<file path="src/hdl/sst_pkg.sv">
// Shared types and codes for the sorted set table.
package sst_pkg;

    localparam int SST_CAPACITY = 64;
    localparam int DATA_W = 32;
    localparam int COUNT_OUT_W = 7;

    typedef enum logic [1:0] {
        OP_INSERT = 2'd0,
        OP_REMOVE = 2'd1,
        OP_LOOKUP = 2'd2
    } sst_op_t;

    typedef enum logic [1:0] {
        ST_OK    = 2'd0,
        ST_FULL  = 2'd1,
        ST_EMPTY = 2'd2
    } sst_status_t;

    typedef struct packed {
        logic ins;
        logic rem;
    } sst_ctl_t;

endpackage

</file>
<file path="src/hdl/sst_cell.sv">
// One storage cell of the sorted chain: compare against the key, shift on insert or remove.
module sst_cell
(
    input  logic                       clk,
    input  logic                       occ,
    input  logic signed [sst_pkg::DATA_W-1:0] key,
    input  sst_pkg::sst_ctl_t          ctl,
    input  logic                       lt_left,
    input  logic signed [sst_pkg::DATA_W-1:0] data_left,
    input  logic signed [sst_pkg::DATA_W-1:0] data_right,
    output logic signed [sst_pkg::DATA_W-1:0] data,
    output logic                       lt,
    output logic                       eq
);
    import sst_pkg::*;

    logic signed [DATA_W-1:0] data_reg;
    logic signed [DATA_W-1:0] data_next;

    assign lt   = occ && (data_reg < key);
    assign eq   = occ && (data_reg == key);
    assign data = data_reg;

    always_comb
    begin
        data_next = data_reg;
        if (ctl.ins && !lt)
        begin
            data_next = lt_left ? key : data_left;
        end
        else if (ctl.rem && !lt)
        begin
            data_next = data_right;
        end
    end

    always_ff @(posedge clk)
    begin
        data_reg <= data_next;
    end

endmodule

</file>
<file path="config.mk">
export PLATFORM = sky130hd
export DESIGN_NAME = sst_cell
export DESIGN_NICKNAME = d
export VERILOG_FILES = /design/src/hdl/sst_pkg.sv /design/src/hdl/sst_cell.sv
export SDC_FILE = /design/constraint.sdc
export NUM_CORES = 1
export LEC_CHECK = 0
export BUFFER_PORTS_ARGS = -buffer_cell sky130_fd_sc_hd__buf_4
export CORE_ASPECT_RATIO = 0.5
export CORE_UTILIZATION = 46
export CTS_CLUSTER_SIZE = 8
export DETAILED_ROUTE_END_ITERATION = 10
export PLACE_DENSITY = 0.91
export SLEW_MARGIN = 10
export SYNTH_ARGS = -nofsm -noshare
export SYNTH_HDL_FRONTEND = slang
export SYNTH_SLANG_ARGS = --single-unit
</file>
<file path="constraint.sdc">
create_clock -name clk -period 4.8 [get_ports clk]
set_clock_uncertainty 0.1 [all_clocks]
set_input_delay 0.96 -clock clk [delete_from_list [all_inputs] [get_ports clk]]
set_output_delay 0.96 -clock clk [all_outputs]
set_load 0.02 [all_outputs]
</file>
==> impl_results.md, run 1 <==
- Outcome: completed
- Sum of routed wire length over all layers: 7070 um
- Most frequent cell after synthesis: mux2_2
- I/O pin cnt: 135
- Width of the die: 108 um
- Req. time, crit path: 3.74 ns
- Endpoints failing setup: 0
- H-tree depth: 2
- DR vias/cell: 5.24
- Die footprint: 0.00594 mm^2
- Worst slew pin tran: 0.677 ns
- Hold Slack: 0.857 ns
- Congestion Overflow GR: 0
- Via Count: 2267
- Dpl hpwl: 5600 um
- Final #Nets: 495
- Yosys warnings: 0
- Peak supply drop: 0.000151 V
- Post-route clock period utilization: 86.5%
- Worst skew pair latency: 0.28 ns
- DRT iter0 DRCs: 55
- Top cells by area, synth: edfxtp_1, mux2_2, ha_1
- Max Transition Viols Final: 0
- Largest register FFs: 32
- Initial Util: 50.1%
- Worst slew margin: 54.6%
- Synth unique cells: 25
- Pre-Repair DR Iteration Count: 4
- Worst Setup Path Type: in -> out
- Fmax: 0.241 GHz
- Yosys top cell by area: edfxtp_1
- Non-Filler Instances: 433
- Worst setup SP type: primary input
- Setup Buffers After CTS: 0
- Initial antenna violation count: 0
- Register area share after synthesis: 37.2%
- CTS Root Cell: clkbuf_8
- P per Cell Area: 306 mW/mm^2
- GPL Wtd Cong: 0.748
- Hold Crit Class: in -> reg
- Antenna-violating nets left: 0
- Number of flops mapped to enable cells by yosys: 32
- Final Hold Fails: 0
- Clk buf depth: 2
- Post-synth top area share: 37.2%
- Post-Syn Area: 0.00258 mm^2
- Post-Synthesis Cells: 226
- Top cells by count, synth: mux2_2, inv_1, edfxtp_1, ha_1, a21oi_1
- Busiest grt layer: met2
- Layout cells sized above 1: 57.9%
- DP Cell Count: 425
- Total Routing Usage GR: 24.4%
- CP Max Fanout: 2
- Reg clk slew, reported paths: 0.07 ns
- M1 GR Usage: 25.3%
- Lkg Pwr: 0.00180 uW
- Die Span Y: 55.0 um
- Worst EP arrival: 3.09 ns
- Met3 GRT Util: 4.80%
- Vias in the first global route: 2427
- Post-CTS Resized: 0
- Flops & latches, synth: 32
- Top FF cell, synth: edfxtp_1
- Synth-to-Final Area Change: 45.0%
- Syn Nets: 359
- Largest net degree at the start of global routing: 33
- Final worst path period need: 4.15 ns
- Cts bufs inserted: 5
- CTS tree: done
- Port Buffer Count: 134
- Row cnt: 18
- Core footprint: 0.00516 mm^2
- Max-Cap Viols: 0
- Unrepaired setup endpoints after global routing: false
- Mean Syn Cell Area: 11.4 um^2
- Pwr Total: 1150 uW
- Asr flop ratio synth: 0%
- First-pass GRT wire length: 10800 um
- Antenna cells: 0
- CTS Hold Bufs: 0
- Met2 Use GR: 51.1%
- # DRC: 0
- Crit end category: output pin
- CTS sink cnt: 32
- Setup TNS: 0 ns
- Wire per inst: 16.3 um
## placed cells by master, fill, tap and decap left out, types with 5 or more instances in the layout
cell	count
edfxtp_1	32
ha_1	32
mux2_2	62
nand2_1	11
inv_1	33
nor2_1	5
clkbuf_8	5
a21oi_1	15
nand4_1	5
o21ai_0	6
buf_4	135
## per-layer routing
layer	vias to the layer above	part of all wire [%]
met5	-	0
met4	0	1.7
met3	14	3.7
met2	63	56
met1	1093	38
li1	1097	-
## area by class of cell
class	count	area [um^2]
fillers	350	1410
clock inverters	3	13.8
well taps	70	87.6
clock buffers	5	68.8
repair buffers	136	1030
multi-input cells	154	1460
inverters	33	124
flip-flops and latches	32	961
## stage by stage
step | worst slack (ns) | util, % | cell area [um^2]
2_1_floorplan | 0.331 | - | 2580
3_3_place_gp | 0.758 | 71.1 | 3660
3_5_place_dp | 0.688 | 71.1 | 3660
4_1_cts | 0.667 | 72.7 | 3750
5_1_grt | 0.559 | 72.7 | 3750
6_report | 0.648 | 72.7 | 3750
## cell families (layout without fill, tap and decap cells)
family | after synthesis | count (layout) | synth area share (%)
simple gates | 30 | 30 | 5.76
compound gates | 28 | 28 | 7.02
fa+ha+maj | 32 | 32 | 15.5
buf+inv | 40 | 177 | 6.68
mux | 64 | 64 | 27.9
flops | 32 | 32 | 37.2
## final timing paths
kind / startpoint / end / slack, ns / cells after the start
setup / recovery: key[17] / lt / 0.65 / 9
hold / removal: data_right[8] / data[8] / 0.86 / 2
hold reg to reg: data[31] / data[12] / 1.36 / 4
setup reg to reg: data[31] / data[3] / 1.47 / 8
## worst max-delay path: stages
cell     delay (ns)
buf_4          0.08
inv_1          0.03
ha_1           0.31
a21oi_1        0.19
o21ai_0        0.12
a221o_1        0.38
or3_4          0.40
o21ai_0        0.39
buf_4          0.23
## report_power, final
part	leakage, uW	total [uW]	switching [uW]	internal (uW)
combinational	0.00144	517	263	254
sequential	0.000317	425	33.9	391
clock	0.0000453	206	108	98.5
No activity file was read; power rests on OpenSTA's default activity.
==> run 2, diff against run 1 <==
--- a/config.mk
+++ b/config.mk
@@ -5,12 +5,14 @@
 export SDC_FILE = /design/constraint.sdc
 export NUM_CORES = 1
 export LEC_CHECK = 0
+export ABC_AREA = 0
 export BUFFER_PORTS_ARGS = -buffer_cell sky130_fd_sc_hd__buf_4
 export CORE_ASPECT_RATIO = 0.5
-export CORE_UTILIZATION = 46
+export CORE_UTILIZATION = 30
 export CTS_CLUSTER_SIZE = 8
 export DETAILED_ROUTE_END_ITERATION = 10
-export PLACE_DENSITY = 0.91
+export MAX_ROUTING_LAYER = met4
+export PLACE_DENSITY = 0.67
 export SLEW_MARGIN = 10
 export SYNTH_ARGS = -nofsm -noshare
 export SYNTH_HDL_FRONTEND = slang
==> run 2 against run 1 <==
Sequential cell count unchanged. Hold slack better by 0.015 ns. Sequential power about the same. Non-clock buffer count grew 1. Via count shrank 5.6%. Sequential share of layout area down 0.74 points. Routed wire length fell by 6.1%. Worst setup slack improved by 0.039 ns. Final cell count is 9.7% higher. Critical endpoint unchanged. Largest cell class unchanged. Largest power group unchanged. Highest routed layer unchanged.
==> impl_results.md, run 2 (synthesis results as in run 1) <==
- Outcome: completed
- Post-route clock period utilization: 85.7%
- Final Hold Fails: 0
- Worst skew pair latency: 0.28 ns
- Via Count: 2140
- Largest register FFs: 32
- Worst Setup Path Type: in -> out
- Post-CTS Resized: 0
- CTS Root Cell: clkbuf_16
- DRT iter0 DRCs: 53
- Port Buffer Count: 134
- Width of the die: 133 um
- Layout cells sized above 1: 57.9%
- Clk buf depth: 2
- Pre-Repair DR Iteration Count: 4
- Req. time, crit path: 3.74 ns
- Initial Util: 31.6%
- Util after Layout: 47.2%
- CTS sink cnt: 32
- CTS tree: done
- Antenna cells: 0
- Total Routing Usage GR: 15.4%
- DR vias/cell: 4.51
- Die Span Y: 67.6 um
- Worst path top cell family by delay: compound AO/OA/AOI/OAI gates
- Finished Cell Area: 0.00386 mm^2
- Initial antenna violation count: 0
- Dpl hpwl: 5370 um
- Final #Nets: 496
- Peak supply drop: 0.000139 V
- Congestion Overflow GR: 0
- P per Cell Area: 321 mW/mm^2
- Slowest cell on the critical path: or3_4
- Cells on worst reg2reg path: 8
- CP dominant cell by count: buf_4
- First-pass GRT wire length: 10300 um
- Max Transition Viols Final: 0
- Place WS: 0.663 ns
- Unrepaired setup endpoints after global routing: false
- Worst R2R Start: data[31]
- Final worst path period need: 4.11 ns
- Worst Hold Launch: data_right[8]
- Sum of routed wire length over all layers: 6630 um
- Cell Chain, Critical Path: buf_4, inv_1, ha_1, nand4_1, nor4_1, a221o_1, or3_4, o21ai_0, buf_4
- Wire per inst: 14.0 um
- Crit end category: output pin
- Synth-to-Final Area Change: 49.3%
- WHS Path Cells: 2
- RR Endpoint: data[4]
- Endpoints failing setup: 0
- Fmax: 0.243 GHz
- Core footprint: 0.00817 mm^2
- Most common cell after layout, fill and taps aside: buf_4
- Lkg Pwr: 0.00183 uW
- Largest stage delay on the critical path: 0.39 ns
- Row cnt: 23
- Worst slew margin: 65.7%
- I/O pin cnt: 135
- Vias in the first global route: 2165
- Setup ws final: 0.687 ns
- Hold-critical path endpoint: data[8]
- # DRC: 0
- Hold Crit Class: in -> reg
- Antenna-violating nets left: 0
- Setup TNS: 0 ns
- Worst EP arrival: 3.05 ns
- Reg clk slew, reported paths: 0.05 ns
- Worst slew pin tran: 0.512 ns
- CP Max Fanout: 5
- Bufs and invs on worst path: 3
- Cts bufs inserted: 5
- GPL Wtd Cong: 0.697
- Reg2reg setup slack: 1.61 ns
- Max-Cap Viols: 0
- Worst setup SP type: primary input
- Area after DPL: 0.00372 mm^2
- Largest net degree at the start of global routing: 33
- H-tree depth: 2
- Hold Slack: 0.872 ns
- CTS Hold Bufs: 0
- Fillers: 803
- Commonest non-fill, non-tap cells in the layout: buf_4, mux2_2, inv_1, ha_1, edfxtp_1
- Setup Buffers After CTS: 0
- Die footprint: 0.00901 mm^2
run 2: cell count changes in the layout (fill, tap and decap cells not counted):
cell / change
clkbuf_16: +5
clkbuf_8: -5
buf_4: +1
clkbuf_1: +1
clkinv_1: -1
clkinv_2: -1
run 2: metal layers:
metal | track usage (%) | wire length [um]
met2 | 28.2 | 3510
met3 | 3.30 | 230
met5 | - | 0
met4 | 4.26 | 51
met1 | 17.3 | 2840
run 2: final cells by class:
class | count | area [um^2] | share of cell area (%)
multi-input combinational | 154 | 1460 | 37.8
timing repair buffer | 137 | 1040 | 27.0
sequential | 32 | 961 | 24.9
tap | 112 | 140 | 3.63
clock buffer | 6 | 129 | 3.34
inverter | 33 | 124 | 3.21
clock inverter | 1 | 5.00 | 0.130
run 2: stage by stage:
stage | total power, uW | std cells
final | 1240 | 475
after global routing | 1320 | 475
after CTS | 1260 | 475
after detailed placement | 947 | 468
after global placement | 941 | 468
after floorplan | 725 | 226
run 2: how the worst max path moves through the flow:
stage	startpoint	end	slack, ns	cells past startpoint
floorplan	key[14]	data[0]	0.33	8
global placement	key[29]	lt	0.67	9
detailed placement	key[17]	lt	0.66	9
CTS	key[17]	lt	0.65	9
global route	key[31]	lt	0.55	9
finish	key[31]	lt	0.69	9
run 2: power breakdown:
part           switching [uW]  internal, uW
Clock                     115           188
Sequential               31.9           391
Combinational             257           254
